### config.mk
export PLATFORM = sky130hd
export DESIGN_NAME = ucb1_div
export DESIGN_NICKNAME = d
export VERILOG_FILES = /design/src/rtl/ucb1_div.sv
export SDC_FILE = /design/constraint.sdc
export NUM_CORES = 2
export LEC_CHECK = 0
export BUFFER_PORTS_ARGS = -buffer_cell sky130_fd_sc_hd__buf_2
export CORE_MARGIN = 4
export CORE_UTILIZATION = 52
export CTS_BUF_LIST = sky130_fd_sc_hd__clkbuf_4 sky130_fd_sc_hd__clkbuf_8
export DETAILED_ROUTE_END_ITERATION = 10
export GPL_TIMING_DRIVEN = 0
export PLACE_DENSITY = 0.67
export SETUP_SLACK_MARGIN = 0.4
export SYNTH_ARGS = -nofsm -noshare
export SYNTH_HDL_FRONTEND = slang
export SYNTH_SLANG_ARGS = --single-unit
### constraint.sdc
create_clock -name clk_i -period 4.16 [get_ports clk_i]
set_input_delay 0 -clock clk_i [delete_from_list [all_inputs] [get_ports clk_i]]
set_output_delay 0 -clock clk_i [all_outputs]
set_load 0.1 [all_outputs]
### src/rtl/ucb1_div.sv
// ----------------------------------------------------------------------------
// UCB1 pipelined divider
// Restoring division, one quotient bit per register stage.
// ----------------------------------------------------------------------------
module ucb1_div #(
  parameter int NW  = 40,
  parameter int DW  = 24,
  parameter int SBW = 8
) (
  input  logic           clk_i,
  input  logic           rst_ni,
  input  logic           en_i,
  input  logic           valid_i,
  input  logic [NW-1:0]  num_i,
  input  logic [DW-1:0]  den_i,
  input  logic [SBW-1:0] sb_i,
  output logic           valid_o,
  output logic [NW-1:0]  quot_o,
  output logic [SBW-1:0] sb_o
);

  logic           v_q   [NW];
  logic [DW-1:0]  rem_q [NW];
  logic [NW-1:0]  nq_q  [NW];
  logic [DW-1:0]  d_q   [NW];
  logic [SBW-1:0] sb_q  [NW];

  for (genvar k = 0; k < NW; k++) begin : g_stage
    logic           v_in;
    logic [DW-1:0]  rem_in;
    logic [NW-1:0]  nq_in;
    logic [DW-1:0]  d_in;
    logic [SBW-1:0] sb_in;
    logic [DW:0]    t;
    logic [DW:0]    diff;
    logic           ge;

    if (k == 0) begin : g_first
      assign v_in   = valid_i;
      assign rem_in = '0;
      assign nq_in  = num_i;
      assign d_in   = den_i;
      assign sb_in  = sb_i;
    end else begin : g_next
      assign v_in   = v_q[k-1];
      assign rem_in = rem_q[k-1];
      assign nq_in  = nq_q[k-1];
      assign d_in   = d_q[k-1];
      assign sb_in  = sb_q[k-1];
    end

    always_comb begin
      t    = {rem_in, nq_in[NW-1]};
      diff = t - {1'b0, d_in};
      ge   = (t >= {1'b0, d_in});
    end

    always_ff @(posedge clk_i or negedge rst_ni) begin
      if (!rst_ni) begin
        v_q[k] <= 1'b0;
      end else if (en_i) begin
        v_q[k] <= v_in;
      end
    end

    always_ff @(posedge clk_i) begin
      if (en_i) begin
        rem_q[k] <= ge ? diff[DW-1:0] : t[DW-1:0];
        nq_q[k]  <= {nq_in[NW-2:0], ge};
        d_q[k]   <= d_in;
        sb_q[k]  <= sb_in;
      end
    end
  end

  assign valid_o = v_q[NW-1];
  assign quot_o  = nq_q[NW-1];
  assign sb_o    = sb_q[NW-1];

endmodule

# ---- Word-level counts from Yosys, hierarchy flattened
# Memory sizes are Yosys's and may differ from the RTL's.
# Index checks and enable logic that the tools add are counted.
dict set report word_totals {
  out_inout_bits 49
  memories 4
  register_bits 40
  mem_bits_rw 3840
  word_cells 166
  in_bits 76
}
# memory depth width read_ports rd_ports_with_merged_regs wr line_no
set mem_list {}
lappend mem_list {nq_q 40 40 40 0 40 24} ;# logic [NW-1:0] nq_q [NW];
lappend mem_list {d_q 40 24 39 0 40 25} ;# logic [DW-1:0] d_q [NW];
lappend mem_list {rem_q 40 24 39 0 40 23} ;# logic [DW-1:0] rem_q [NW];
lappend mem_list {sb_q 40 8 40 0 40 26} ;# logic [SBW-1:0] sb_q [NW];
dict set report classes {
  n_lt_le_gt_ge 40
  n_mux 42
  n_addsub 40
}
# operator n
set ops {}
lappend ops {{greater-or-equal comparator 25 x 24 -> 1 bit} 39}
lappend ops {{2-to-1 mux 24 bit} 40}
lappend ops {{subtractor 24 bit} 39}
lappend ops {{greater-or-equal comparator 1 x 24 -> 1 bit} 1}
lappend ops {{subtractor 1 x 24 -> 24 bit} 1}
lappend ops {{2-to-1 mux 1 bit} 2}

# ---- Depth between registers and ports, before layout
# An unclocked memory read counts as a cell.
dict set report depth {
  ltp_word 3
  depth_mapped 15
  mapped_depth_nobuf 13
}

# ---- Least setup slack after synthesis
# Ideal clock, no wire load.
dict set report synth_timing {
  path_type {reg-to-reg}
  from {mem d_q[26][1], in the netlist d_q[3][49]}
  to {mem rem_q[27][16], in the netlist rem_q[3][88] (data pin)}
  setup_slack_ns 0.855
  arrival_ns 3.045
  synth_period_minus_slack_ns 3.305
  required_time_ns 3.900
  path_buffers 1
  setup_time_ns 0.260
  stages_incl_launch_ff 14
  cell_sequence {edfxtp_1 inv_1 ha_1 nor2b_1 o21ai_1 a21boi_1 o31a_1 nor2_1 a31oi_1 a31oi_1 a31oi_1 a2111oi_4 buf_6 mux2_2}
}
# item line_no
set synth_lines {}
lappend synth_lines {{start, declared} 25}
lappend synth_lines {{end, declared} 23}

==> flow_metrics.env <==
export IMPL_drt_iter0_drc=7434
export IMPL_drc=0
export IMPL_ir_drop_mv=0.427
export IMPL_cp_data_required_time_ns=5.12
export IMPL_io_pins=125
export IMPL_clkPwrFrac=0.226
export IMPL_netlist_area_um2=172000
export IMPL_drt_wl_total_um=360000
export IMPL_drv_slew=0
export IMPL_period_share=0.889
export IMPL_area_growth_pct=14.1
export IMPL_path_max_fanout=3
export IMPL_rows=211
export IMPL_fmax_ghz=0.270
export IMPL_die_area_um2=340000
export IMPL_swShare=0.348
export IMPL_avgViaCountPerCell=5.44
export IMPL_yosys_warnings=0
export IMPL_end_kind="flip-flop"
export IMPL_ys_async_sr_fraction=0.0104
export IMPL_critPathLaunchType="flip-flop"
export IMPL_place_ws_ns=-0.914
export IMPL_numCtsBuffers=629
export IMPL_start_util=0.522
export IMPL_grt_max_degree=195
export IMPL_p_int_mw=95.4
export IMPL_syn_avg_cell_area_um2=13.9
export IMPL_skew_ns=0.0554
export IMPL_pwr_share_seq=0.391
export IMPL_clock_sinks=3832
export IMPL_ant_nets=0
export IMPL_synth_edf_count=3792
export IMPL_core_area_um2=330000
export IMPL_path_class="reg2reg"
export IMPL_ctsRootBufferMaster="clkbuf_8"
export IMPL_antenna_found_initial=9
export IMPL_grt_setup_unrepaired="true"
export IMPL_vias=99800
export IMPL_power_mw=146
export IMPL_die_width_um=583
export IMPL_synth_most_common_cell="edfxtp_1"
export IMPL_maxCapViolCount=0
export IMPL_io_buffers=124
export IMPL_dp_cells=16900
export IMPL_overflow=0
export IMPL_p_comb_frac=0.383
export IMPL_insertion_delay_ns=1.21
export IMPL_cts_tree="built"
export IMPL_dpl_cell_area_um2=179000
export IMPL_htree_levels=6
export IMPL_ys_flop_type="edfxtp_1"
export IMPL_finalSetupViolCount=0
export IMPL_clockBufferDepth=4
export IMPL_nFillCells=25600
export IMPL_synthDistinctLibCells=101
export IMPL_grt_use_total=0.207
export IMPL_synth_top_area_frac=0.661
export IMPL_dp_hpwl_um=252000
export IMPL_worstMarginPinSlew_ns=1.08
export IMPL_power_switching_mw=50.9
export IMPL_first_pass_iters=7
export IMPL_synth_top_cells_by_area="edfxtp_1 (66%), ha_1 (6.8%), mux2_2 (3.0%)"
export IMPL_netlist_top_cells_count="edfxtp_1 (3792), inv_1 (1195), ha_1 (938), a21oi_1 (724), nand2_1 (708)"
export IMPL_yosysTopAreaCell="edfxtp_1"
export IMPL_die_h_um=583
export IMPL_drive_gt1_frac=0.148
export IMPL_hold_class="in2reg"
export IMPL_ys_seq_elements=3832
export IMPL_status="completed"
export IMPL_period_needed_ns=3.70
export IMPL_fin_nets=14500
export IMPL_worst_slack_ns=0.461
export IMPL_yosysSeqAreaShare=0.667
export IMPL_path_clk_slew_ns=0.06
export IMPL_power_leakage_nw=76.9
export IMPL_routedWlPerCell_um=19.6
export IMPL_finalHoldViolations=0
export IMPL_stdcell_count=18300
export IMPL_gp_congestion=0.918
export IMPL_grt_pass1_vias=99700
export IMPL_design_area_um2=196000
export IMPL_crit_arrival_ns=4.65
export IMPL_synth_cells=12400
export IMPL_grt_pass1_wl_um=559000
export IMPL_slew_headroom=0.280
export IMPL_synth_nets=13400
export IMPL_power_density_nw_per_um2=744
cell usage in the layout, fill, tap and decap left out, types with 58 or more instances in the layout:
cell type	netlist	final
and3_1	75	74
clkbuf_8	0	633
nor3_1	148	147
clkinv_1	0	141
mux2_2	460	460
a31oi_1	70	58
nor2b_1	149	148
a21o_1	353	353
nand4_1	140	140
xnor2_1	449	449
edfxtp_1	3792	3792
o21ai_0	659	634
buf_2	58	135
a21oi_1	724	702
clkinv_2	0	82
nand3_1	165	163
buf_4	7	118
ha_1	938	935
nand2_1	708	707
nor2_1	604	604
clkbuf_1	128	73
o21a_1	119	119
nand2b_1	111	111
o21bai_1	95	95
xor2_1	271	271
clkbuf_4	0	199
inv_1	1195	1192
dlygate4sd3_1	0	221
path summary, 6_finish.rpt:
check,startpoint,end,slack [ns],depth (start not counted)
max,rem_q[3][24]$_DFFE_PP_,rem_q[3][71]$_DFFE_PP_,0.46,10
max in group asynchronous,rst_ni,g_stage[10].v_in$_DFFE_PN0P_,3.47,5
max reg2reg,rem_q[3][24]$_DFFE_PP_,rem_q[3][71]$_DFFE_PP_,0.46,10
min reg2reg,nq_q[3][240]$_DFFE_PP_,nq_q[3][281]$_DFFE_PP_,0.40,0
min in group asynchronous,rst_ni,g_stage[1].v_in$_DFFE_PN0P_,0.48,5
min,en_i,d_q[2][81]$_DFFE_PP_,0.02,6
metrics by stage:
stage	utilization	setup TNS (ns)	hold slack, ns
2_1_floorplan	-	0	-0.296
3_3_place_gp	0.540	-	0.137
3_5_place_dp	0.542	-334.59	0.158
4_1_cts	0.591	0	-0.207
5_1_grt	0.595	0	-0.00770
6_report	0.595	0	0.0165
layout make-up:
| type | instances | area (um2) | share of cell area |
|---|---|---|---|
| Buffer | 204 | 1210 | 0.00615 |
| Multi-Input combinational cell | 7121 | 53000 | 0.270 |
| Antenna cell | 9 | 22.5 | 0.000115 |
| Clock buffer | 812 | 10100 | 0.0512 |
| Sequential cell | 3832 | 115000 | 0.585 |
| Clock inverter | 314 | 2640 | 0.0134 |
| Inverter | 1196 | 4490 | 0.0229 |
| Tap cell | 4366 | 5460 | 0.0278 |
| Timing Repair Buffer | 482 | 4750 | 0.0242 |
per-layer routing:
layer / track usage / vias to the layer above / part of all wire / wire [um]
met5: 0 / - / 0 / 0
met1: 0.301 / 48500 / 0.47 / 168000
met4: 0.0511 / 0 / 0.022 / 7850
li1: - / 48300 / - / -
met2: 0.328 / 2380 / 0.46 / 167000
met3: 0.0330 / 572 / 0.050 / 18000
registers in the layout, indices dropped and copies added (netlist names):
signal        flops
d_q             936
rem_q           936
sb_q            320
nq_q           1600
valid_o           1
g_stage.v_in     39
cells by family after synthesis:
family,synth area share
compound gates,0.0944
xor+xnor,0.0366
fa+ha+maj,0.0726
buf+inv,0.0313
flops,0.667
mux,0.0335
simple gates,0.0646
power by group through the flow:
stage	clock (mW)	sequential [mW]	combinational, mW
2_1_floorplan	0	55.9	39.4
3_3_place_gp	0	59.9	49.6
3_5_place_dp	0	58.0	52.8
4_1_cts	34.4	57.3	54.5
5_1_grt	36.3	57.8	62.0
6_report	33.1	57.1	56.0
what timing repair did:
item,in CTS,in global routing
pin swaps,23,56
gates resized for setup,188,214
gates cloned,0,2
setup endpoints to repair,775,829
setup buffers,29,67
endpoints found under the hold margin,543,301
hold buffers,223,14
worst max-delay path, stage by stage (launching register included):
cell,delay (ns)
edfxtp_1,0.43
ha_1,0.33
nor2b_1,0.16
o31a_1,0.31
o41ai_4,0.29
a21oi_2,0.16
a311o_2,0.49
a211oi_2,0.33
a21oi_1,0.19
a221o_1,0.40
a211oi_1,0.39
Note: power is estimated with default switching activity, not from simulation.
