<file path="src/rtl/ucb1_sqrt.sv">
// ----------------------------------------------------------------------------
// UCB1 pipelined square root
// Digit-by-digit integer square root, one root bit per register stage.
// ----------------------------------------------------------------------------
module ucb1_sqrt #(
  parameter int VW  = 37,
  parameter int SBW = 8
) (
  input  logic                 clk_i,
  input  logic                 rst_ni,
  input  logic                 en_i,
  input  logic                 valid_i,
  input  logic [VW-1:0]        v_i,
  input  logic [SBW-1:0]       sb_i,
  output logic                 valid_o,
  output logic [(VW+1)/2-1:0]  root_o,
  output logic [SBW-1:0]       sb_o
);

  localparam int RW = (VW + 1) / 2;

  logic           v_q    [RW];
  logic [RW+1:0]  rem_q  [RW];
  logic [RW-1:0]  root_q [RW];
  logic [2*RW-1:0] vr_q  [RW];
  logic [SBW-1:0] sb_q   [RW];

  for (genvar k = 0; k < RW; k++) begin : g_stage
    logic            v_in;
    logic [RW+1:0]   rem_in;
    logic [RW-1:0]   root_in;
    logic [2*RW-1:0] vr_in;
    logic [SBW-1:0]  sb_in;
    logic [RW+1:0]   rem_sh;
    logic [RW+1:0]   trial;
    logic            ge;

    if (k == 0) begin : g_first
      assign v_in    = valid_i;
      assign rem_in  = '0;
      assign root_in = '0;
      assign vr_in   = (2*RW)'(v_i);
      assign sb_in   = sb_i;
    end else begin : g_next
      assign v_in    = v_q[k-1];
      assign rem_in  = rem_q[k-1];
      assign root_in = root_q[k-1];
      assign vr_in   = vr_q[k-1];
      assign sb_in   = sb_q[k-1];
    end

    always_comb begin
      rem_sh = {rem_in[RW-1:0], vr_in[2*RW-1:2*RW-2]};
      trial  = {root_in, 2'b01};
      ge     = (rem_sh >= trial);
    end

    always_ff @(posedge clk_i or negedge rst_ni) begin
      if (!rst_ni) begin
        v_q[k] <= 1'b0;
      end else if (en_i) begin
        v_q[k] <= v_in;
      end
    end

    always_ff @(posedge clk_i) begin
      if (en_i) begin
        rem_q[k]  <= ge ? (rem_sh - trial) : rem_sh;
        root_q[k] <= {root_in[RW-2:0], ge};
        vr_q[k]   <= {vr_in[2*RW-3:0], 2'b00};
        sb_q[k]   <= sb_in;
      end
    end
  end

  assign valid_o = v_q[RW-1];
  assign root_o  = root_q[RW-1];
  assign sb_o    = sb_q[RW-1];

endmodule

</file>
<file path="config.mk">
export PLATFORM = sky130hd
export DESIGN_NAME = ucb1_sqrt
export DESIGN_NICKNAME = d
export VERILOG_FILES = /design/src/rtl/ucb1_sqrt.sv
export SDC_FILE = /design/constraint.sdc
export NUM_CORES = 1
export LEC_CHECK = 0
export BUFFER_PORTS_ARGS = -buffer_cell sky130_fd_sc_hd__buf_2
export CAP_MARGIN = 20
export CORE_MARGIN = 2
export CORE_UTILIZATION = 40
export DETAILED_ROUTE_END_ITERATION = 7
export GPL_ROUTABILITY_DRIVEN = 0
export RECOVER_POWER = 50
export SYNTH_ARGS = -nofsm -noshare
export SYNTH_HDL_FRONTEND = slang
export SYNTH_SLANG_ARGS = --single-unit
</file>
<file path="constraint.sdc">
create_clock -name clk_i -period 2.65 [get_ports clk_i]
set_clock_uncertainty 0.1 [all_clocks]
set_input_delay 0.53 -clock clk_i [delete_from_list [all_inputs] [get_ports clk_i]]
set_output_delay 0.53 -clock clk_i [all_outputs]
set_load 0.005 [all_outputs]
</file>
### Yosys cells after proc, flatten, opt, wreduce, memory -nomap -nowiden

Memories as Yosys holds them, arrays and structs flattened.
Cells that the tools add are included.

| storage, ports and cells | value |
|---|---|
| bits in registers | 19 |
| bits in writable memories | 1596 |
| bits of input ports | 49 |
| output and inout port bits | 28 |
| word-level logic and storage cells | 82 |
| memories kept | 4 |

Memories:

| name | words | width | read ports | clocked after memory_dff | wr ports | line | source |
|---|---|---|---|---|---|---|---|
| vr_q | 19 | 36 | 18 | 0 | 19 | 25 | `logic [2*RW-1:0] vr_q [RW];` |
| rem_q | 19 | 21 | 18 | 0 | 19 | 23 | `logic [RW+1:0] rem_q [RW];` |
| root_q | 19 | 19 | 19 | 0 | 19 | 24 | `logic [RW-1:0] root_q [RW];` |
| sb_q | 19 | 8 | 19 | 0 | 19 | 26 | `logic [SBW-1:0] sb_q [RW];` |

| cells by class | value |
|---|---|
| add/subtract/negate cells | 19 |
| $lt $le $gt $ge | 19 |
| muxes and demuxes | 21 |

Operators by type and width:

| kind | count |
|---|---|
| two-way mux 21 bit | 19 |
| >= comparator 21 bit | 18 |
| subtractor 21 bit | 18 |
| two-way mux 1 bit | 2 |
| subtractor 1 x 1 -> 2 bit, second input constant | 1 |
| >= comparator 1 bit, second input constant | 1 |

### Depth between registers and ports, before layout

Gate-level depths: netlist (run 1).
An unclocked memory read counts as a cell.

| logic depth | value |
|---|---|
| word-level depth | 3 |
| depth in mapped cells | 12 |
| depth with buffers taken out | 11 |

### Worst setup path after synthesis (run 1)

Ideal clock, no wire load.

| path | value |
|---|---|
| kind | flip-flop to flip-flop |
| start point | mem rem_q[16][9] in the netlist's numbering |
| end point | mem rem_q[17][14] in the netlist's numbering, data pin |
| arrival time | 2.550 ns |
| setup slack | -0.259 ns |
| stages on the path, launching flop included | 11 |
| buffers on the path | 2 |
| period minus slack after synthesis | 2.909 ns |
| path through | edfxtp_1 > ha_1 > a21oi_2 > o211ai_1 > a211o_1 > a31o_2 > a31o_2 > a21boi_1 > buf_4 > buf_6 > mux2_2 |

RTL lines:

| what | line |
|---|---|
| from (decl) | 23 |

==> impl_summary.log, run 1 <==
INFO  metric status = complete, but fails checks
INFO  metric failed_checks = max-capacitance violations, max-slew violations, negative setup slack
INFO  metric clock-root-buffer = sky130_fd_sc_hd__clkbuf_16
INFO  metric synthesized_area_divided_by_synthesized_cell_count = about 14 um2
INFO  metric worst_pin_slew = roughly 1.9 ns
INFO  metric drt_first_iter_violations = between 1000 and 1500
INFO  metric syn_to_final_growth = 29.79%
INFO  metric die_w = about 340 um
INFO  metric worst_path_largest_cell_delay = approximately 0.4 ns
INFO  metric nets = about 4000
INFO  metric post_dp_cell_area = 0.04975 mm2
INFO  metric use_met1 = between 10 and 15%
INFO  metric minimum_period_implied_by_the_final_worst_setup_slack = between 2 and 3 ns
INFO  metric grt-busiest-layer = met2
INFO  metric yosys_register_bits = around 1000
INFO  metric gr-usage-met3 = approximately 2.4%
INFO  metric timing.critical_path.to = rem_q[17][16]
INFO  metric rsz_0062_raised_after_global_routing = true
INFO  metric layout-drive-gt1-share = around 30%
INFO  metric row_count = between 100 and 150
INFO  metric cell_area_power_density = ~780 mW/mm2
INFO  metric regToRegStartpoint = root_q[16][0]
INFO  metric worst_ir_drop_vdd = approximately 560 uV
INFO  metric power.leakage = 22.28 nW
INFO  metric timing.reg2reg.worst_path_depth = 12
INFO  metric setup_violations = between 60 and 70
INFO  metric cts_tree = yes
INFO  metric grt_pass1_wl = ~120000 um
INFO  metric synth.yosys.seq_area_share = 69.28%
INFO  metric r2r_setup_slack = -0.27 ns
INFO  metric clkTransAtPathRegs = around 0.06 ns
INFO  metric start_util = around two fifths
INFO  metric synth_cell_type_count = 87
INFO  metric timing.critical_path.from_type = flop
INFO  metric antenna_violations_before_repair = 0
INFO  metric synth_fp_nets = ~3300
INFO  metric clk_latency = around 0.7 ns
INFO  metric detail_route.vias_per_cell = 4.861
INFO  metric drc_errors = 0
INFO  metric worstPathCellList = inv_2, ha_4, o21a_1, o21a_1, o21ai_2, a31oi_4, a31o_2, a31o_4, a21boi_4, buf_12, buf_16, mux2_4
INFO  metric worstPathArrival = ~3.3 ns
INFO  metric timing.hold.worst.class = flop to flop
INFO  metric via_count = roughly 26000
INFO  metric tritoncts_num_sinks = roughly 1000
INFO  metric die_y = between 300 and 400 um
INFO  metric global_route.usage.met2 = between 20% and 30%
INFO  metric seq_area = around 0.030 mm2
INFO  metric finalInstanceArea = ~0.057 mm2
INFO  metric post-route-period-util = 110.4%
INFO  metric num-fill-cells = between 8000 and 9000
INFO  metric timing.fmax = 341.9 MHz
INFO  metric post_synth_instance_area = about 0.044 mm2
INFO  metric cts-buffers-inserted = approximately 110
INFO  metric routed_wire_length_per_instance = 14.49 um
INFO  metric insertedDiodeCount = 0
INFO  metric ant_nets = 0
INFO  metric setup_total_negative_slack = -8.137 ns
INFO  metric drtPass1Iterations = 6
INFO  metric drv_slew = 25
INFO  metric postSynth.topFlopCell = sky130_fd_sc_hd__edfxtp_1
INFO  metric grt_use_total = between 10% and 20%
INFO  metric dp_worst_setup_slack = -0.3507 ns
INFO  metric number_of_buffers_inserted_by_port_buffering = between 70 and 80
INFO  metric residual_overflow_from_global_routing = 0
INFO  metric pin_count_of_the_biggest_net_entering_global_routing = 112
INFO  metric endpoint_kind = flop
INFO  metric worstSetupPathType = flop to flop
INFO  metric crit_path_max_fanout = 8
INFO  metric pin_count = 77
INFO  metric synth-edff-count = ~1000
INFO  metric final_core_utilization = a little over half
INFO  metric die-area = ~0.11 mm2
INFO  metric postRouteWirelength = between 70000 and 80000 um
INFO  metric post-dp-hpwl = between 50000 and 60000 um
INFO  metric first_global_vias = between 20000 and 30000
INFO  metric max-slew-margin-rel = -25.18%
INFO  metric data_required_time_at_the_worst_endpoint = ~3.0 ns
INFO  metric cts-htree-levels = 3
INFO  metric async_flop_share = approximately 1.9%
INFO  metric multi_input_area = 0.01445 mm2
INFO  metric yosysWarnings = 0
INFO  metric crit_path_top_delay_cell = sky130_fd_sc_hd__edfxtp_1
INFO  metric path_common_cell = sky130_fd_sc_hd__o21a_1
INFO  metric timing.max_cap.violations = 1
INFO  metric worst_r2r_endpoint = rem_q[17][16]
INFO  metric critPathLaunch = root_q[16][0]
INFO  metric report.final.hold_viol_count = 0
INFO  metric netlist_instances = between 3000 and 4000
INFO  metric placeableCoreArea = around 0.11 mm2
INFO  metric hold_start = sb_q[7][2]
INFO  metric post_route_setup_slack = -0.2747 ns
INFO  metric cts.path.max_buffers = 3
-- worst max-delay path, delay by kind of cell (launching register included) --
kind            cells  cell delay [ns]
compound gates      7             1.29
fa+ha+maj           1             0.21
buf+inv             3             0.38
flops               1             0.40
mux                 1             0.30
-- through the flow --
stage	instances	power (mW)	hold slack (ns)
after floorplan	3064	25.46	0.1344
after global placement	4971	28.18	0.3003
after detailed placement	4971	28.35	0.3045
after CTS	5263	44.28	0.06881
after global routing	5332	46.73	0.3043
final	5332	44.55	0.2996
-- cell type report --
| class | count | share of cell area, % |
|---|---|---|
| Sequential cell | 1017 | 53.38 |
| Multi-Input combinational cell | 1747 | 25.34 |
| Timing Repair Buffer | 696 | 10.19 |
| Clock buffer | 131 | 5.002 |
| Tap cell | 1414 | 3.102 |
| Inverter | 258 | 1.713 |
| Clock inverter | 69 | 1.275 |
-- power breakdown --
part           total, mW  switching, mW  internal, mW
combinational       8.79           4.11          4.69
clock               15.0           6.08          8.91
sequential          20.8          0.873          19.9
total               44.5           11.1          33.5
-- cell usage in the layout (no fill, tap or decap), types with 17 or more instances in the layout --
cell type,netlist,routed
sky130_fd_sc_hd__clkinv_2,0,23
sky130_fd_sc_hd__dfrtp_1,19,19
sky130_fd_sc_hd__nor2_1,157,137
sky130_fd_sc_hd__nor2b_1,28,25
sky130_fd_sc_hd__o21ai_2,1,33
sky130_fd_sc_hd__buf_12,0,29
sky130_fd_sc_hd__nor4_1,30,18
sky130_fd_sc_hd__clkbuf_16,0,118
sky130_fd_sc_hd__a21o_1,64,64
sky130_fd_sc_hd__dlygate4sd3_1,0,47
sky130_fd_sc_hd__o211ai_1,18,18
sky130_fd_sc_hd__edfxtp_1,998,998
sky130_fd_sc_hd__o21ai_0,144,88
sky130_fd_sc_hd__o21ai_1,11,31
sky130_fd_sc_hd__buf_6,2,31
sky130_fd_sc_hd__mux2_2,55,39
sky130_fd_sc_hd__mux2_4,0,22
sky130_fd_sc_hd__ha_4,0,45
sky130_fd_sc_hd__inv_2,1,17
sky130_fd_sc_hd__nor3_2,0,17
sky130_fd_sc_hd__a21oi_2,2,26
sky130_fd_sc_hd__o21a_1,48,46
sky130_fd_sc_hd__clkbuf_1,21,28
sky130_fd_sc_hd__xnor2_1,126,121
sky130_fd_sc_hd__nand3_1,46,37
sky130_fd_sc_hd__nor3_1,59,34
sky130_fd_sc_hd__clkbuf_4,0,63
sky130_fd_sc_hd__xor2_1,100,100
sky130_fd_sc_hd__buf_2,15,72
sky130_fd_sc_hd__a21oi_1,147,117
sky130_fd_sc_hd__nand2b_1,50,44
sky130_fd_sc_hd__nand4_1,23,23
sky130_fd_sc_hd__buf_4,1,423
sky130_fd_sc_hd__nand2_1,185,165
sky130_fd_sc_hd__inv_1,255,237
sky130_fd_sc_hd__clkinv_1,2,25
sky130_fd_sc_hd__ha_1,208,159
-- synthesized netlist by cell type, types with 17 or more instances --
cell                         n  share of area (%)
sky130_fd_sc_hd__a211oi_1   17               0.29
sky130_fd_sc_hd__a21o_1     64                1.1
sky130_fd_sc_hd__a21oi_1   147                1.7
sky130_fd_sc_hd__a31oi_1    17               0.24
sky130_fd_sc_hd__clkbuf_1   21               0.18
sky130_fd_sc_hd__dfrtp_1    19                1.1
sky130_fd_sc_hd__edfxtp_1  998                 68
sky130_fd_sc_hd__ha_1      208                5.9
sky130_fd_sc_hd__inv_1     255                2.2
sky130_fd_sc_hd__mux2_2     55                1.4
sky130_fd_sc_hd__nand2_1   185                1.6
sky130_fd_sc_hd__nand2b_1   50               0.71
sky130_fd_sc_hd__nand3_1    46               0.52
sky130_fd_sc_hd__nand4_1    23               0.33
sky130_fd_sc_hd__nor2_1    157                1.3
sky130_fd_sc_hd__nor2b_1    28               0.40
sky130_fd_sc_hd__nor3_1     59               0.67
sky130_fd_sc_hd__nor4_1     30               0.43
sky130_fd_sc_hd__o211ai_1   18               0.31
sky130_fd_sc_hd__o21a_1     48               0.82
sky130_fd_sc_hd__o21ai_0   144                1.6
sky130_fd_sc_hd__or3_1      21               0.30
sky130_fd_sc_hd__xnor2_1   126                2.5
sky130_fd_sc_hd__xor2_1    100                2.0
-- per-layer routing --
| metal | wire length, um | vias to the layer above |
|---|---|---|
| li1 | - | 12940 |
| met1 | 28630 | 12450 |
| met2 | 43280 | 356 |
| met3 | 2516 | 175 |
| met4 | 2813 | 0 |
| met5 | 0 | - |
-- repair_timing --
item	CTS	global route
cloned	6	7
pin swaps	67	121
setup buffers	42	67
gates resized for setup	185	310
hold endpoints to repair	65	0
hold buffers	47	0
endpoints found under the setup margin	197	246
-- registers in the layout, summed over array words and instances (netlist names) --
signal,count
valid_o,1
g_stage.v_in,18
rem_q,314
vr_q,342
root_q,190
sb_q,152
-- logic make-up (layout without fill, tap and decap cells) --
logic type	Yosys count	count (layout)	share of synthesized area, %
compound gates	561	561	8.121
flops	1017	1017	69.28
simple gates	681	681	7.745
fa+ha+maj	208	208	5.923
xor+xnor	226	226	4.505
buf+inv	300	1154	2.648
other cells	1	1	0.008534
mux	70	70	1.768
-- how the worst min path moves through the flow --
stage,cells past startpoint,to
global placement,0,sb_q[9][5]
finish,0,sb_q[8][2]
floorplan,0,g_stage[10].v_in
global route,0,sb_q[8][2]
CTS,1,vr_q[1][3]
detailed placement,0,sb_q[10][2]
(Power assumes the default switching activity.)
==> run 2: changes to the inputs <==
Settings changed: GPL_TIMING_DRIVEN set to 0, PLACE_DENSITY set to 0.56.
==> run 2 against run 1 <==
Effect of this change:
- the run ends with negative setup slack left
- critical path depth is 1 lower
- sequential power about the same
- global-route usage increased by 0.52 points
- critical endpoint is now rem_q[17][18]
- largest cell class unchanged
- highest routed layer unchanged
==> impl_summary.log, run 2 (same netlist as run 1, synthesis figures left out) <==
INFO  metric timing.critical_path.from_type = flop
INFO  metric insertedDiodeCount = 0
INFO  metric cts.path.max_buffers = 3
INFO  metric drc_errors = 0
INFO  metric die-area = between 0.1 and 0.15 mm2
INFO  metric number_of_buffers_inserted_by_port_buffering = 76
INFO  metric power.net_switching = 11.11 mW
INFO  metric most_common_cell_after_layout_fill_and_taps_aside = sky130_fd_sc_hd__edfxtp_1
INFO  metric ant_nets = 0
INFO  metric pin_count = 77
INFO  metric comb_pwr_share = between 10% and 20%
INFO  metric cts-buffers-inserted = approximately 110
INFO  metric residual_overflow_from_global_routing = 0
INFO  metric die_w = approximately 340 um
INFO  metric pin_count_of_the_biggest_net_entering_global_routing = 128
INFO  metric worstSetupPathType = flop to flop
INFO  metric minimum_period_implied_by_the_final_worst_setup_slack = between 3 and 4 ns
INFO  metric routed_wire_length_per_instance = between 15 and 20 um
INFO  metric grt_use_total = roughly 14%
INFO  metric finalInstanceArea = 0.05526 mm2
INFO  metric timing.reg2reg.worst_path_depth = 11
INFO  metric worstPathCellList = inv_2, ha_4, buf_4, nor2b_1, o31a_1, o311a_1, a31o_2, a21oi_2, o21ai_0, xor2_1, mux2_4
INFO  metric postRouteWirelength = around 79000 um
INFO  metric most-common-layout-cells = 998 x sky130_fd_sc_hd__edfxtp_1, 229 x sky130_fd_sc_hd__inv_1, 155 x sky130_fd_sc_hd__buf_4
INFO  metric tritoncts_num_sinks = a little over 1000
INFO  metric clock-root-buffer = sky130_fd_sc_hd__clkbuf_16
INFO  metric first_global_vias = 24580
INFO  metric nets = 3780
INFO  metric placeableCoreArea = about 0.11 mm2
INFO  metric worst_ir_drop_vdd = 530.2 uV
INFO  metric data_required_time_at_the_worst_endpoint = about 3.0 ns
INFO  metric status = complete, but fails checks
INFO  metric top_regs = vr_q (342), rem_q (314), root_q (190)
INFO  metric final.hold.worst_slack = about 0.20 ns
INFO  metric endpoint_kind = flop
INFO  metric min_path_cells = 1
INFO  metric timing.fmax = roughly 330 MHz
INFO  metric clockPowerShare = 34.3%
INFO  metric top_register = vr_q
INFO  metric start_util = 40.37%
INFO  metric clkTransAtPathRegs = about 0.060 ns
INFO  metric num-fill-cells = between 9000 and 10000
INFO  metric timing.hold.worst.class = primary input to flop
INFO  metric antenna_violations_before_repair = 0
INFO  metric drtPass1Iterations = 6
INFO  metric report.power.total = about 44 mW
INFO  metric critical_path.n_buffers_inverters = 2
INFO  metric max-slew-margin-rel = around 33%
INFO  metric post-route-period-util = 114.2%
INFO  metric crit_path_top_delay_cell = sky130_fd_sc_hd__edfxtp_1
INFO  metric row_count = 121
INFO  metric report.final.hold_viol_count = 0
INFO  metric worst_path_largest_cell_delay = between 0.4 and 0.5 ns
INFO  metric timing.max_cap.violations = 0
INFO  metric layout-drive-gt1-share = 26.05%
INFO  metric post-dp-hpwl = just under 50000 um
INFO  metric worst_pin_slew = about 1 ns
INFO  metric setup_violations = 87
INFO  metric detail_route.vias_per_cell = between 4 and 5
INFO  metric switching_share = 25.19%
INFO  metric cpLargestDelayFamily = compound AO/OA/AOI/OAI gates
INFO  metric grt_pass1_wl = between 100000 and 150000 um
INFO  metric post_dp_cell_area = between 0.04 and 0.05 mm2
INFO  metric power_frac_seq = 47.4%
INFO  metric drv_slew = 0
INFO  metric syn_to_final_growth = 25.76%
INFO  metric die_y = roughly 340 um
INFO  metric cts-htree-levels = 3
INFO  metric post_route_setup_slack = -0.3769 ns
INFO  metric via_count = between 20000 and 25000
INFO  metric worstPathArrival = between 3 and 4 ns
INFO  metric path_depth = 11
INFO  metric rsz_0062_raised_after_global_routing = true
INFO  metric crit_path_max_fanout = 3
INFO  metric cellInternalPower = between 30 and 40 mW
INFO  metric largest_register_ffs = 342
INFO  metric drt_first_iter_violations = approximately 1600
INFO  metric cell_area_power_density = 798.3 mW/mm2
INFO  metric clk_latency = 0.67 ns
INFO  metric failed_checks = negative setup slack
INFO  metric cts_tree = yes
INFO  metric power.leakage = between 20 and 25 nW
## run 2: final timing paths
kind	startpoint	endpoint	slack (ns)
worst min register to register	vr_q[4][31]	vr_q[5][33]	0.31
worst min-delay path	en_i	vr_q[0][0]	0.20
max in group asynchronous	rst_ni	g_stage[13].v_in	1.41
min in group asynchronous	rst_ni	g_stage[1].v_in	0.44
worst max register to register	root_q[16][0]	rem_q[17][18]	-0.38
worst max-delay path	root_q[16][0]	rem_q[17][18]	-0.38
## run 2: power groups by stage
stage / sequential [mW] / clock [mW] / combinational (mW)
after global placement: 21.6 / 0 / 6.02
final: 20.9 / 15.1 / 8.06
after floorplan: 20.8 / 0 / 4.66
after global routing: 21.1 / 16.3 / 8.89
after detailed placement: 21.2 / 0 / 6.13
after CTS: 20.9 / 15.7 / 7.22
## run 2: repair_timing
| item | CTS | global route |
|---|---|---|
| setup buffers | 140 | 85 |
| pin swaps | 105 | 121 |
| hold buffers | 47 | 0 |
| resized for setup | 332 | 311 |
| hold endpoints to repair | 65 | 0 |
| setup endpoints to repair | 416 | 351 |
| cloned | 7 | 5 |
## run 2: final cells by class
cell class,instances,area [um2],area share [%]
Clock inverter,67,838.3,1.517
Clock buffer,130,2764,5.001
Sequential cell,1017,30440,55.09
Multi-Input combinational cell,1747,14860,26.88
Buffer,31,350.3,0.6340
Tap cell,1414,1769,3.201
Timing Repair Buffer,362,3253,5.887
Inverter,258,987.2,1.786
## run 2: metal layers
| metal | track usage (%) | part of all wire, % | wire length [um] |
|---|---|---|---|
| met5 | 0 | 0 | 0 |
| met4 | 4.713 | 2.4 | 1901 |
| met2 | 22.16 | 47 | 37390 |
| met1 | 18.77 | 46 | 36390 |
| met3 | 2.576 | 4.2 | 3310 |
## run 2: worst register-to-register path: stages, from the launching register on
cell	delay, ns
sky130_fd_sc_hd__edfxtp_1	0.42
sky130_fd_sc_hd__inv_2	0.09
sky130_fd_sc_hd__ha_4	0.20
sky130_fd_sc_hd__buf_4	0.13
sky130_fd_sc_hd__nor2b_1	0.13
sky130_fd_sc_hd__o31a_1	0.28
sky130_fd_sc_hd__o311a_1	0.34
sky130_fd_sc_hd__a31o_2	0.30
sky130_fd_sc_hd__a21oi_2	0.24
sky130_fd_sc_hd__o21ai_0	0.13
sky130_fd_sc_hd__xor2_1	0.15
sky130_fd_sc_hd__mux2_4	0.27
## run 2: metrics by stage
stage	instances	util, %	TNS (ns)	setup slack (ns)
final	5026	50.77	-11.87	-0.3769
after global routing	5026	50.77	-21.95	-0.4694
after CTS	4947	49.05	-10.72	-0.3671
after detailed placement	4563	42.73	-425.78	-0.9984
after global placement	4554	42.49	-	-14.95
after floorplan	3064	-	-1.350	-0.1495
==> run 3: changes to the inputs <==
Settings changed: TNS_END_PERCENT set to 5.
==> run 3 against run 2 <==
Effect of this change:
- sequential power about the same
- worst hold slack got worse by 0.0014 ns
- setup slack gained 0.060 ns
- non-clock buffer count down 187
- largest cell class unchanged
- critical path type unchanged
- wire length shrank 6.2%
- count of clock-buffer cells in the layout fell by 7
- first-iteration DRC count shrank 2.1%
- cell count is 3.7% lower
- the run still ends with negative setup slack left
- total power fell by 3.5%
- clock power is essentially flat
==> impl_summary.log, run 3 (same netlist as run 1, synthesis figures left out) <==
INFO  metric status = complete, but fails checks
INFO  metric failed_checks = negative setup slack
INFO  metric residual_overflow_from_global_routing = 0
INFO  metric insertedDiodeCount = 0
INFO  metric top_register = vr_q
INFO  metric cts-htree-levels = 3
INFO  metric crit_path_top_delay_cell = sky130_fd_sc_hd__edfxtp_1
INFO  metric setup_total_negative_slack = -36.78 ns
INFO  metric syn_to_final_growth = 18.60%
INFO  metric top_regs = vr_q (342), rem_q (314), root_q (190)
INFO  metric ant_nets = 0
INFO  metric layoutNonFillerInstCount = 4840
INFO  metric antenna_violations_before_repair = 4
INFO  metric worst_ir_drop_vdd = between 500 and 600 uV
INFO  metric pin_count = between 70 and 80
INFO  metric endpoint_kind = flop
INFO  metric report.power.total = between 40 and 50 mW
INFO  metric layout-drive-gt1-share = between 15 and 20%
INFO  metric drv_slew = 0
INFO  metric routed_wire_length_per_instance = around 15 um
INFO  metric cts-buffers-inserted = about 110
INFO  metric drtPass1Iterations = 5
INFO  metric post-route-period-util = 112.0%
INFO  metric clock-root-buffer = sky130_fd_sc_hd__clkbuf_16
INFO  metric post_dp_cell_area = roughly 0.046 mm2
INFO  metric power.leakage = 19.53 nW
INFO  metric post-place-cells = 4562
INFO  metric die_y = about 340 um
INFO  metric timing.hold.worst.class = primary input to flop
INFO  metric crit_path_max_fanout = 10
INFO  metric start_util = just over 40%
INFO  metric pin_count_of_the_biggest_net_entering_global_routing = around 130
INFO  metric first_global_vias = between 20000 and 25000
INFO  metric timing.critical_path.from_type = flop
INFO  metric cell_area_power_density = between 800 and 900 mW/mm2
INFO  metric rsz_0062_raised_after_global_routing = true
INFO  metric worst_pin_slew = approximately 1.0 ns
INFO  metric placeableCoreArea = around 0.11 mm2
INFO  metric timing.max_cap.violations = 0
INFO  metric drc_errors = 0
INFO  metric worstPathCellList = inv_2, ha_4, o21a_1, o21a_1, o21ai_2, a31oi_4, a31o_4, a31o_4, a21boi_2, buf_6, buf_12, mux2_4
INFO  metric drt_first_iter_violations = 1522
INFO  metric timing.fmax = about 340 MHz
INFO  metric die-area = between 0.1 and 0.15 mm2
INFO  metric nets = approximately 3600
INFO  metric via_count = roughly 24000
INFO  metric grt_use_total = 13.14%
INFO  metric setup_violations = a little over 500
INFO  metric postRouteWirelength = approximately 74000 um
INFO  metric post-dp-hpwl = 48920 um
INFO  metric num-fill-cells = around 9400
INFO  metric tritoncts_num_sinks = approximately 1000
INFO  metric most_common_cell_after_layout_fill_and_taps_aside = sky130_fd_sc_hd__edfxtp_1
INFO  metric cts_tree = yes
INFO  metric finalInstanceArea = approximately 0.052 mm2
INFO  metric largest_register_ffs = between 300 and 400
INFO  metric worstPathArrival = 3.31 ns
INFO  metric clk_latency = 0.68 ns
INFO  metric worstSetupPathType = flop to flop
INFO  metric most-common-layout-cells = 998 x sky130_fd_sc_hd__edfxtp_1, 247 x sky130_fd_sc_hd__inv_1, 180 x sky130_fd_sc_hd__nand2_1
INFO  metric report.final.hold_viol_count = 0
INFO  metric minimum_period_implied_by_the_final_worst_setup_slack = just under 3 ns
INFO  metric data_required_time_at_the_worst_endpoint = 2.99 ns
INFO  metric cts.path.max_buffers = 3
INFO  metric clkTransAtPathRegs = approximately 0.060 ns
INFO  metric post_route_setup_slack = -0.3172 ns
INFO  metric row_count = 121
INFO  metric worst_path_largest_cell_delay = roughly 0.4 ns
INFO  metric die_w = ~340 um
INFO  metric number_of_buffers_inserted_by_port_buffering = 76
INFO  metric grt_pass1_wl = around 120000 um
INFO  metric detail_route.vias_per_cell = around 5
INFO  metric max-slew-margin-rel = approximately a third
-- run 3: cell types whose count changed in the layout (fill, tap and decap cells not counted), sizes merged --
cell,change
buf,-159
bufbuf,-2
bufinv,-3
clkbuf,-33
clkinv,+7
clkinvlp,+3
inv,+1
-- run 3: metal layers --
metal	vias to the layer above	share of wire [%]	track usage [%]
li1	11960	-	-
met1	11410	47	18.00
met2	378	47	21.06
met3	105	4.3	2.304
met4	0	2.4	4.666
met5	-	0	0
-- run 3: worst paths after layout --
check / slack [ns] / cells after the start / endpoint / from
max in group asynchronous: 1.41 / 2 / g_stage[11].v_in / rst_ni
min in group asynchronous: 0.42 / 2 / g_stage[1].v_in / rst_ni
hold reg to reg: 0.30 / 0 / vr_q[12][35] / vr_q[11][33]
setup / recovery: -0.32 / 12 / rem_q[17][16] / root_q[16][0]
setup reg to reg: -0.32 / 12 / rem_q[17][16] / root_q[16][0]
hold / removal: 0.20 / 1 / vr_q[0][3] / en_i
-- run 3: final cells by class --
class	count	area, um2	area share (%)
Clock buffer	123	2759	5.294
Timing Repair Buffer	168	1366	2.622
Buffer	38	374.1	0.7178
Sequential cell	1017	30440	58.41
Inverter	258	977.2	1.875
Tap cell	1414	1769	3.395
Clock inverter	75	773.2	1.484
Multi-Input combinational cell	1747	13650	26.20
-- run 3: power breakdown --
part | switching, mW | total, mW | internal (mW)
logic | 3.54 | 6.87 | 3.32
registers | 0.969 | 20.9 | 19.9
clock network | 6.12 | 14.9 | 8.73
total | 10.6 | 42.6 | 32.0
-- run 3: metrics by stage --
stage          utilization [%]  hold slack, ns  setup slack (ns)
2_1_floorplan                -          0.1344           -0.1495
3_3_place_gp             42.45          0.3001            -15.08
3_5_place_dp             42.66          0.3045           -0.9207
4_1_cts                  47.34          0.1605           -0.3271
5_1_grt                  47.88          0.2136           -0.4167
6_report                 47.88          0.2006           -0.3172
-- run 3: timing repair --
action	4_1_cts	5_1_grt
hold buffers	47	0
setup endpoints to repair	265	322
cloned	0	1
resized for setup	203	118
pin swaps	41	19
buffers inserted	26	10
hold endpoints to repair	65	0
-- run 3: worst max-delay path, delay by kind of cell (launching register included) --
kind / cells / cell delay (ns)
fa+ha+maj: 1 / 0.21
flops: 1 / 0.40
compound gates: 7 / 1.28
mux: 1 / 0.31
buf+inv: 3 / 0.41
